<file path="src/rtl/core/rbts_pkg.sv">
// ----------------------------------------------------------------------------
// rbts_pkg
// Shared types and constants for the rolling band trade signal unit.
// ----------------------------------------------------------------------------
package rbts_pkg;

    localparam int MAX_WINDOW = 64;
    localparam int PTR_W      = $clog2(MAX_WINDOW);
    localparam int WLEN_W     = 7;
    localparam int TIME_W     = 48;
    localparam int PRICE_W    = 24;
    localparam int SUM_W      = 30;
    localparam int SQSUM_W    = 54;
    localparam int KW_W       = 16;
    localparam int CAP_W      = 40;
    localparam int QTY_W      = 32;
    localparam int CFG_IDX_W  = 2;
    localparam int QUEUE_DEPTH = 2;
    localparam int QPTR_W     = $clog2(QUEUE_DEPTH);

    localparam logic [WLEN_W-1:0] WLEN_MIN   = WLEN_W'(2);
    localparam logic [WLEN_W-1:0] WLEN_MAX   = WLEN_W'(MAX_WINDOW);
    localparam logic [WLEN_W-1:0] WLEN_RESET = WLEN_W'(20);
    localparam logic [KW_W-1:0]   KW_RESET   = KW_W'(8192);

    localparam logic [CFG_IDX_W-1:0] CFG_WINDOW_LENGTH = 2'd0;
    localparam logic [CFG_IDX_W-1:0] CFG_BAND_WIDTH    = 2'd1;
    localparam logic [CFG_IDX_W-1:0] CFG_CAPITAL       = 2'd2;

    localparam logic EVT_OPEN  = 1'b0;
    localparam logic EVT_CLOSE = 1'b1;

    typedef struct packed {
        logic [WLEN_W-1:0] window_length;
        logic [KW_W-1:0]   band_width;
        logic [CAP_W-1:0]  capital;
    } cfg_t;

    // One primed tick with the window statistics that include it.
    typedef struct packed {
        logic [TIME_W-1:0]  tick_time;
        logic [PRICE_W-1:0] close_price;
        logic [PRICE_W-1:0] buy_price;
        logic [PRICE_W-1:0] sell_price;
        logic [SUM_W-1:0]   window_sum;
        logic [SQSUM_W-1:0] square_sum;
        logic [WLEN_W-1:0]  window_length;
    } tick_entry_t;

    typedef enum logic [1:0] {
        F_IDLE,
        F_SQR,
        F_UPD,
        F_PUSH
    } front_state_t;

    typedef enum logic [2:0] {
        B_IDLE,
        B_MUL,
        B_DIFF,
        B_PLO,
        B_PHI,
        B_CMP,
        B_DIV
    } back_state_t;

endpackage

</file>
<file path="src/rtl/core/rbts_queue.sv">
// ----------------------------------------------------------------------------
// rbts_queue
// Short FIFO of primed ticks between front and back.
// ----------------------------------------------------------------------------
module rbts_queue
    import rbts_pkg::*;
(
    input  logic        clk,
    input  logic        rst_n,
    input  logic        push,
    input  tick_entry_t push_entry,
    input  logic        pop,
    output tick_entry_t pop_entry,
    output logic        full,
    output logic        empty
);

    tick_entry_t slot_reg [QUEUE_DEPTH];
    logic [QPTR_W-1:0] wr_reg;
    logic [QPTR_W-1:0] rd_reg;
    logic [QPTR_W:0]   count_reg;

    assign full      = (count_reg == (QPTR_W+1)'(QUEUE_DEPTH));
    assign empty     = (count_reg == '0);
    assign pop_entry = slot_reg[rd_reg];

    always_ff @(posedge clk)
    begin
        if (push)
        begin
            slot_reg[wr_reg] <= push_entry;
        end
    end

    always_ff @(posedge clk or negedge rst_n)
    begin
        if (!rst_n)
        begin
            wr_reg    <= '0;
            rd_reg    <= '0;
            count_reg <= '0;
        end
        else
        begin
            if (push)
            begin
                wr_reg <= wr_reg + 1'b1;
            end
            if (pop)
            begin
                rd_reg <= rd_reg + 1'b1;
            end
            count_reg <= count_reg + (QPTR_W+1)'(push) - (QPTR_W+1)'(pop);
        end
    end

endmodule

</file>
<file path="config.mk">
export PLATFORM = sky130hd
export DESIGN_NAME = rbts_queue
export DESIGN_NICKNAME = d
export VERILOG_FILES = /design/src/rtl/core/rbts_pkg.sv /design/src/rtl/core/rbts_queue.sv
export SDC_FILE = /design/constraint.sdc
export NUM_CORES = 1
export LEC_CHECK = 0
export BUFFER_PORTS_ARGS = -buffer_cell sky130_fd_sc_hd__buf_2
export CAP_MARGIN = 20
export CORE_AREA = 3 3 223 137
export CTS_CLUSTER_SIZE = 20
export DETAILED_ROUTE_END_ITERATION = 8
export DIE_AREA = 0 0 226 140
export PLACE_DENSITY = 0.95
export SYNTH_ARGS = -nofsm -noshare
export SYNTH_HDL_FRONTEND = slang
export SYNTH_SLANG_ARGS = --single-unit
</file>
<file path="constraint.sdc">
create_clock -name clk -period 25.8 [get_ports clk]
set_input_delay 6.45 -clock clk [delete_from_list [all_inputs] [get_ports clk]]
set_output_delay 6.45 -clock clk [all_outputs]
set_load 0.01 [all_outputs]
</file>
==> results.sh <==
export IMPL_gp_congestion=0.773
export IMPL_synth_seq_area_share_pct=78.5
export IMPL_h_tree_depth=2
export IMPL_grt_max_degree=125
export IMPL_setup_viol=0
export IMPL_grt_first_pass_wirelength_um=51700
export IMPL_hold_ws_ns=0.549
export IMPL_drive_above_1_share_pct=61.0
export IMPL_startpoint_type="flop"
export IMPL_cts_tree="done"
export IMPL_clock_skew_ns=0.0139
export IMPL_cts_hold_buf=0
export IMPL_routedWlPerCell_um=23.0
export IMPL_wirelength_um=35200
export IMPL_largest_reg_flops=422
export IMPL_drc_errors=0
export IMPL_crit_arrival_ns=2.99
export IMPL_overflow=0
export IMPL_place_area_um2=18600
export IMPL_yosysUniqueCellTypes=14
export IMPL_maxSlewHeadroom_pct=29.8
export IMPL_synth_nets=889
export IMPL_hpwl_um=24000
export IMPL_worstSetupPathType="flop to output port"
export IMPL_hold_path_class="flop to flop"
export IMPL_syn_area_per_cell_um2=24.2
export IMPL_ir_drop_v=0.0000888
export IMPL_crit_path_end_kind="output port"
export IMPL_grt_util_all_layers_pct=21.7
export IMPL_die_area_um2=31600
export IMPL_syn_instance_count=672
export IMPL_rows=48
export IMPL_vias=8214
export IMPL_period_share_pct=36.6
export IMPL_final_cell_count_no_fill=1533
export IMPL_io_pins=428
export IMPL_synth_warnings=0
export IMPL_leakage_nw=7.99
export IMPL_max_freq_mhz=106
export IMPL_postCtsSetupBuffers=0
export IMPL_antenna_found_initial=14
export IMPL_start_util_pct=56.8
export IMPL_status="complete, no violations"
export IMPL_hold_viol=0
export IMPL_tightest_slew_ns=1.05
export IMPL_cts_root_buf="clkbuf_16"
export IMPL_clk_path_buf_depth=3
export IMPL_cts_resized=0
export IMPL_numCtsBuffers=39
export IMPL_layout_common_cells="buf_2, edfxtp_1, mux2_4, clkbuf_16, mux2_2"
export IMPL_netlist_area_um2=16300
export IMPL_die_y_um=140
export IMPL_synth_seq_cells=426
export IMPL_finalCriticalPeriod_ns=9.44
export IMPL_layout_nets=1342
export IMPL_drt_iter0_drc=501
export IMPL_grt_pass1_vias=8812
export IMPL_postRouteAntennaNets=0
export IMPL_clk_latency_ns=0.52
export IMPL_io_buffers=427
export IMPL_via_per_inst=5.36
export IMPL_path_max_fanout=124
export IMPL_required_ns=19.35
export IMPL_dr_pass1_iters=5
export IMPL_rsz0062_at_grt="false"
export IMPL_drv_slew=0
export IMPL_path_clk_slew_ns=0.07
export IMPL_die_w_um=226
export IMPL_areaGrowthSynthToFinish_pct=22.0
export IMPL_fillCellCount=1716
export IMPL_clock_sinks=426
export IMPL_placed_cells=1458
export IMPL_stdcell_area_um2=19800
export IMPL_drv_cap=0
export IMPL_fin_tns_setup_ns=0
export IMPL_coreArea_um2=28600
export IMPL_final_common_cell="buf_2"
export IMPL_p_per_area_nw_per_um2=112
stage by stage:
step / util (%) / worst slack [ns] / power, mW
after CTS: 69.1 / 16.34 / 2.23
after detailed placement: 65.0 / 16.62 / 1.69
after global placement: 65.0 / 16.69 / 1.66
final: 69.3 / 16.36 / 2.21
after global routing: 69.3 / 16.25 / 2.31
after floorplan: - / 9.45 / 1.51
layer usage:
| metal | routed length [um] | GRT usage (%) | vias up |
|---|---|---|---|
| met5 | 71 | 0 | - |
| met4 | 983 | 7.82 | 12 |
| met3 | 3100 | 7.23 | 74 |
| met2 | 18200 | 37.6 | 374 |
| met1 | 12900 | 25.4 | 4152 |
| li1 | - | - | 3602 |
power breakdown:
part	internal [mW]	switching, mW	total [mW]	leakage, nW
clock network	0.305	0.237	0.542	0.579
logic	0.349	0.347	0.696	3.40
registers	0.920	0.0570	0.977	4.01
final timing paths:
kind                             start          endpoint  slack [ns]  cells past startpoint
worst max-delay path            rd_reg      pop_entry[0]       16.36                      3
worst min-delay path            wr_reg            wr_reg        0.55                      1
worst max register to register  wr_reg  slot_reg[0][122]       22.86                      3
worst min register to register  wr_reg            wr_reg        0.55                      1
max in group asynchronous        rst_n            rd_reg       19.93                      1
min in group asynchronous        rst_n            rd_reg        5.73                      1
synth_stat cells:
library cell	n	share of area [%]
and2_1	1	0.038
buf_12	11	1.4
buf_2	3	0.092
buf_6	10	0.69
dfrtp_1	4	0.62
edfxtp_1	422	78
ha_1	2	0.15
inv_1	2	0.046
mux2_2	31	2.1
mux2_4	180	17
nor2_1	1	0.023
nor2b_1	2	0.077
xor2_1	2	0.11
xor3_1	1	0.15
critical path, cell delays in order, from the launching register on:
cell and delay (ns):
dfrtp_4 1.03, buf_12 0.61, mux2_2 0.41, buf_2 0.14
cell families (layout without fill, tap and decap cells):
group / Yosys count / in the layout / share of synthesized area, %
buffers and inverters: 26 / 504 / 2.18
DFF: 426 / 426 / 78.5
xor gates and xnor gates: 3 / 3 / 0.254
other: 0 / 8 / 0
and+or+nand+nor: 4 / 4 / 0.138
muxes: 211 / 211 / 18.8
adders and majority gates: 2 / 2 / 0.154
area by class of cell:
| class | count | area, um2 | share of cell area (%) |
|---|---|---|---|
| clock buffers | 51 | 1080 | 5.46 |
| multi-input cells | 220 | 3150 | 15.9 |
| well taps | 375 | 469 | 2.36 |
| diodes | 8 | 20.0 | 0.101 |
| inverters | 2 | 7.51 | 0.0378 |
| repair buffers | 436 | 2240 | 11.3 |
| clock inverters | 15 | 101 | 0.511 |
| flip-flops and latches | 426 | 12800 | 64.4 |
Power figures use the tool's default switching activity.
