--- src/rtl/core/rbts_pkg.sv ---
// ----------------------------------------------------------------------------
// rbts_pkg
// Shared types and constants for the rolling band trade signal unit.
// ----------------------------------------------------------------------------
package rbts_pkg;

    localparam int MAX_WINDOW = 64;
    localparam int PTR_W      = $clog2(MAX_WINDOW);
    localparam int WLEN_W     = 7;
    localparam int TIME_W     = 48;
    localparam int PRICE_W    = 24;
    localparam int SUM_W      = 30;
    localparam int SQSUM_W    = 54;
    localparam int KW_W       = 16;
    localparam int CAP_W      = 40;
    localparam int QTY_W      = 32;
    localparam int CFG_IDX_W  = 2;
    localparam int QUEUE_DEPTH = 2;
    localparam int QPTR_W     = $clog2(QUEUE_DEPTH);

    localparam logic [WLEN_W-1:0] WLEN_MIN   = WLEN_W'(2);
    localparam logic [WLEN_W-1:0] WLEN_MAX   = WLEN_W'(MAX_WINDOW);
    localparam logic [WLEN_W-1:0] WLEN_RESET = WLEN_W'(20);
    localparam logic [KW_W-1:0]   KW_RESET   = KW_W'(8192);

    localparam logic [CFG_IDX_W-1:0] CFG_WINDOW_LENGTH = 2'd0;
    localparam logic [CFG_IDX_W-1:0] CFG_BAND_WIDTH    = 2'd1;
    localparam logic [CFG_IDX_W-1:0] CFG_CAPITAL       = 2'd2;

    localparam logic EVT_OPEN  = 1'b0;
    localparam logic EVT_CLOSE = 1'b1;

    typedef struct packed {
        logic [WLEN_W-1:0] window_length;
        logic [KW_W-1:0]   band_width;
        logic [CAP_W-1:0]  capital;
    } cfg_t;

    // One primed tick with the window statistics that include it.
    typedef struct packed {
        logic [TIME_W-1:0]  tick_time;
        logic [PRICE_W-1:0] close_price;
        logic [PRICE_W-1:0] buy_price;
        logic [PRICE_W-1:0] sell_price;
        logic [SUM_W-1:0]   window_sum;
        logic [SQSUM_W-1:0] square_sum;
        logic [WLEN_W-1:0]  window_length;
    } tick_entry_t;

    typedef enum logic [1:0] {
        F_IDLE,
        F_SQR,
        F_UPD,
        F_PUSH
    } front_state_t;

    typedef enum logic [2:0] {
        B_IDLE,
        B_MUL,
        B_DIFF,
        B_PLO,
        B_PHI,
        B_CMP,
        B_DIV
    } back_state_t;

endpackage

--- src/rtl/core/rbts_front.sv ---
// ----------------------------------------------------------------------------
// rbts_front
// Accepts ticks, keeps the close ring and the running sums, queues primed ticks.
// ----------------------------------------------------------------------------
module rbts_front
    import rbts_pkg::*;
(
    input  logic                clk,
    input  logic                rst_n,
    input  logic [WLEN_W-1:0]   window_length,
    input  logic                restart,
    input  logic                in_valid,
    output logic                in_stall,
    input  logic [TIME_W-1:0]   tick_time,
    input  logic [PRICE_W-1:0]  close_price,
    input  logic [PRICE_W-1:0]  buy_price,
    input  logic [PRICE_W-1:0]  sell_price,
    output logic                push,
    output tick_entry_t         push_entry,
    input  logic                queue_full
);

    front_state_t state_reg, state_next;

    logic [PTR_W-1:0]   ptr_reg;
    logic [WLEN_W-1:0]  seen_reg;
    logic [SUM_W-1:0]   sum_reg;
    logic [SQSUM_W-1:0] sq_reg;

    logic [TIME_W-1:0]    time_reg;
    logic [PRICE_W-1:0]   close_reg;
    logic [PRICE_W-1:0]   buy_reg;
    logic [PRICE_W-1:0]   sell_reg;
    logic                 primed_reg;
    logic [PRICE_W-1:0]   old_reg;
    logic [2*PRICE_W-1:0] csq_reg;
    logic [2*PRICE_W-1:0] osq_reg;

    logic [PRICE_W-1:0] ring_mem [MAX_WINDOW];

    logic               accept;
    logic               primed;
    logic [PTR_W:0]     rd_sum;
    logic [PTR_W-1:0]   rd_idx;
    logic [PTR_W-1:0]   ptr_inc;

    assign accept   = in_valid && !in_stall;
    assign in_stall = (state_reg != F_IDLE);
    assign primed   = (seen_reg >= window_length);

    // Oldest entry sits window_length slots behind the write pointer.
    always_comb
    begin
        rd_sum = {1'b0, ptr_reg} + (PTR_W+1)'(WLEN_W'(MAX_WINDOW) - window_length);
        if (rd_sum >= (PTR_W+1)'(MAX_WINDOW))
        begin
            rd_idx = PTR_W'(rd_sum - (PTR_W+1)'(MAX_WINDOW));
        end
        else
        begin
            rd_idx = rd_sum[PTR_W-1:0];
        end
        ptr_inc = (ptr_reg == PTR_W'(MAX_WINDOW-1)) ? '0 : ptr_reg + 1'b1;
    end

    always_ff @(posedge clk)
    begin
        if (state_reg == F_UPD)
        begin
            ring_mem[ptr_reg] <= close_reg;
        end
        if (accept)
        begin
            old_reg <= ring_mem[rd_idx];
        end
    end

    always_ff @(posedge clk)
    begin
        if (accept)
        begin
            time_reg   <= tick_time;
            close_reg  <= close_price;
            buy_reg    <= buy_price;
            sell_reg   <= sell_price;
            primed_reg <= primed;
            csq_reg    <= close_price * close_price;
        end
        if (state_reg == F_SQR)
        begin
            osq_reg <= primed_reg ? old_reg * old_reg : '0;
        end
    end

    always_ff @(posedge clk or negedge rst_n)
    begin
        if (!rst_n)
        begin
            state_reg <= F_IDLE;
            ptr_reg   <= '0;
            seen_reg  <= '0;
            sum_reg   <= '0;
            sq_reg    <= '0;
        end
        else
        begin
            state_reg <= state_next;
            if (restart)
            begin
                ptr_reg  <= '0;
                seen_reg <= '0;
                sum_reg  <= '0;
                sq_reg   <= '0;
            end
            else if (state_reg == F_UPD)
            begin
                ptr_reg <= ptr_inc;
                if (!primed_reg)
                begin
                    seen_reg <= seen_reg + 1'b1;
                end
                sum_reg <= sum_reg - (primed_reg ? SUM_W'(old_reg) : '0)
                           + SUM_W'(close_reg);
                sq_reg  <= sq_reg - SQSUM_W'(osq_reg) + SQSUM_W'(csq_reg);
            end
        end
    end

    always_comb
    begin
        state_next = state_reg;
        push       = 1'b0;
        unique case (state_reg)
            F_IDLE:
            begin
                if (accept)
                begin
                    state_next = F_SQR;
                end
            end
            F_SQR:
            begin
                state_next = F_UPD;
            end
            F_UPD:
            begin
                state_next = primed_reg ? F_PUSH : F_IDLE;
            end
            F_PUSH:
            begin
                if (!queue_full)
                begin
                    push       = 1'b1;
                    state_next = F_IDLE;
                end
            end
            default:
            begin
                state_next = F_IDLE;
            end
        endcase
    end

    assign push_entry.tick_time     = time_reg;
    assign push_entry.close_price   = close_reg;
    assign push_entry.buy_price     = buy_reg;
    assign push_entry.sell_price    = sell_reg;
    assign push_entry.window_sum    = sum_reg;
    assign push_entry.square_sum    = sq_reg;
    assign push_entry.window_length = window_length;

endmodule

--- config.mk ---
export PLATFORM = sky130hd
export DESIGN_NAME = rbts_front
export DESIGN_NICKNAME = d
export VERILOG_FILES = /design/src/rtl/core/rbts_pkg.sv /design/src/rtl/core/rbts_front.sv
export SDC_FILE = /design/constraint.sdc
export NUM_CORES = 2
export LEC_CHECK = 0
export ABC_AREA = 1
export BUFFER_PORTS_ARGS = -buffer_cell sky130_fd_sc_hd__buf_2
export CAP_MARGIN = 20
export CORE_MARGIN = 2
export CORE_UTILIZATION = 45
export DETAILED_ROUTE_END_ITERATION = 10
export PLACE_DENSITY = 0.67
export SYNTH_ARGS = -nofsm -noshare
export SYNTH_HDL_FRONTEND = slang
export SYNTH_SLANG_ARGS = --single-unit
export TNS_END_PERCENT = 5
--- constraint.sdc ---
create_clock -name clk -period 6.1 [get_ports clk]
set_input_delay 0.305 -clock clk [delete_from_list [all_inputs] [get_ports clk]]
set_output_delay 0.305 -clock clk [all_outputs]
set_load 0.02 [all_outputs]
==> results.json <==
{
  "drc": 0,
  "cp.required_ns": 6.69,
  "ys.flop_type": "edfxtp_1",
  "register_area_um2": 55700,
  "grt_pass1_vias": 86770,
  "skew_ns": 0.109,
  "largest_register_ffs": 1536,
  "grt-ovfl-total": 0,
  "fin_ws_ns": -0.214,
  "synth.top_cell.area_share_pct": 46.4,
  "synth_seq_cells": 1873,
  "crit_family": "adder cells",
  "grt_max_degree": 158,
  "grt_antenna_before_repair": 23,
  "critPathMaxStageDelay_ns": 0.59,
  "rsz0062_at_grt": "true",
  "synth_nets": 12761,
  "synth_area_leaders": "edfxtp_1, fa_1, inv_1",
  "routed-via-count": 85987,
  "io_buffers": 344,
  "place_hpwl_um": 250000,
  "cp_slowest_cell": "fa_2",
  "relSlewSlack_pct": 25.6,
  "violations": "setup timing",
  "drtAntennaViolNets": 0,
  "worst_ep_arrival_time_ns": 6.91,
  "dieArea_um2": 259000,
  "synth_warnings": 0,
  "fmaxAchievable_mhz": 158,
  "first_pass_iters": 6,
  "synth-async-reset-ratio_pct": 5.29,
  "finalHoldWorstSlack_ns": 0.0621,
  "fin_crit_ns": 6.31,
  "finalHoldViolations": 0,
  "ys_top_cells_by_count": "inv_1, edfxtp_1, nand2_1",
  "die_height_um": 509,
  "syn-cell-area_um2": 115000,
  "gp_congestion": 1.00,
  "die_w_um": 509,
  "drt_iter0_drc": 9221,
  "io_pins": 345,
  "grt_usage_pct": 27.3,
  "crit_type": "reg2reg",
  "synth_most_common_cell": "inv_1",
  "syn_to_final_growth_pct": 17.5,
  "start_kind": "flop",
  "cap_violations": 0,
  "seq_area_frac_synth_pct": 48.5,
  "fillers": 21868,
  "path_common_cell": "fa_1",
  "worstPathMaxFanout": 4,
  "worst_pin_slew_ns": 1.12,
  "finalInstanceArea_um2": 135000,
  "setup_viol": 26,
  "syn_area_per_cell_um2": 10.2,
  "cp-end-kind": "flop",
  "cts-root-buf": "clkbuf_16",
  "numCtsBuffers": 196,
  "clk_latency_ns": 0.89,
  "synth-edff-count": 1774,
  "postSynthCellCount": 11267,
  "grt_pass1_wl_um": 533000,
  "min-delay-path-class": "in2async",
  "placed_cells": 15304,
  "outcome": "finished, violations left",
  "dpl-instance-area_um2": 126000,
  "wl_um": 357000,
  "fin_cells": 15818,
  "pre_cts_ws_ns": -0.586,
  "wl_per_cell_um": 22.6,
  "vias_per_cell": 5.44,
  "synth.largest_area_cell": "edfxtp_1",
  "clock-sinks": 1873,
  "initial_core_util_pct": 45.2,
  "final.period_utilization_pct": 104,
  "drive_gt1_share_pct": 14.6,
  "htree_num_levels": 4,
  "rows": 185,
  "drv_slew": 0,
  "yosysUniqueCellTypes": 45,
  "critPathBufInv": 8,
  "cts.reportedPaths.clkPinSlew_ns": 0.07,
  "core_um2": 254000,
  "nNetsFinal": 13769,
  "clockBufferDepth": 3,
  "multiInputGateArea_um2": 50000,
  "cts_tree": "yes"
}
[worst paths after layout]
kind                                 from            to  slack [ns]  cells after the start
min in group clk           close_price[7]  close_reg[7]        0.08                      2
max in group asynchronous           rst_n    sq_reg[17]        4.60                      3
setup / recovery               old_reg[2]   osq_reg[34]       -0.21                     25
setup reg to reg               old_reg[2]   osq_reg[34]       -0.21                     25
hold / removal                      rst_n  state_reg[0]        0.06                      2
hold reg to reg                sq_reg[46]    sq_reg[46]        0.51                      2
[metrics by stage]
stage | TNS [ns] | utilization [%]
floorplan | -0.0521 | -
global placement | -24.92 | 49.4
detailed placement | -25.31 | 49.5
CTS | -1.81 | 52.9
global route | -10.93 | 53.1
finish | -2.48 | 53.1
[layer usage]
layer | wire length, µm | GRT usage [%] | vias up
met4 | 14700 | 10.3 | 18
met5 | 107 | 0 | -
met2 | 162000 | 42.6 | 3896
met1 | 146000 | 37.8 | 42665
li1 | - | - | 38757
met3 | 33800 | 5.51 | 651
[kinds of logic after synthesis]
logic type	Yosys count	synth area share (%)
AND/OR/NAND/NOR	3555	12.4
buffers and inverters	2733	9.13
flip-flops	1873	48.5
AO/OA/AOI/OAI	1681	8.67
adder cells (fa/ha/maj)	1362	20.8
XOR/XNOR	63	0.487
[layout by cell type, fill, tap and decap left out, types with 19 or more instances in the layout]
cell              n
nor2_4           26
inv_2            29
buf_6            45
bufinv_16        19
nand2_2          54
clkinv_1         36
ha_1            420
buf_12           41
o221ai_1        312
clkinv_2         42
o211ai_1         72
nor3_1           33
edfxtp_1       1774
o21ai_0         940
buf_4           754
fa_1            897
nand4_1          37
xor2_1           39
inv_1          2219
nand2_1        1603
o21bai_1         26
nor2_2           87
clkbuf_1         28
a21oi_2          28
clkbuf_16       197
xnor2_1          20
nand3_1         503
nor2_1         1162
dlygate4sd3_1   100
dfrtp_1          99
a21oi_1         221
ha_4             25
buf_2           343
[timing repair]
item                                    4_1_cts  5_1_grt
endpoints found under the setup margin       36       36
resized for setup                           278       96
setup buffers                                31        7
endpoints found under the hold margin       153        0
hold buffers                                100        0
pin swaps                                    86       42
[cell type report]
type	instances	share of cell area, %
Sequential cell	1873	41.3
Multi-Input combinational cell	6661	37.1
Timing Repair Buffer	1288	7.27
Inverter	2255	6.30
Clock buffer	230	3.78
Tap cell	3366	3.12
Clock inverter	137	1.12
Antenna cell	8	0.0148
Power is left out: the tool's default activity adds up to more than one toggle a clock period on the data nets, which glitch-free logic cannot reach.
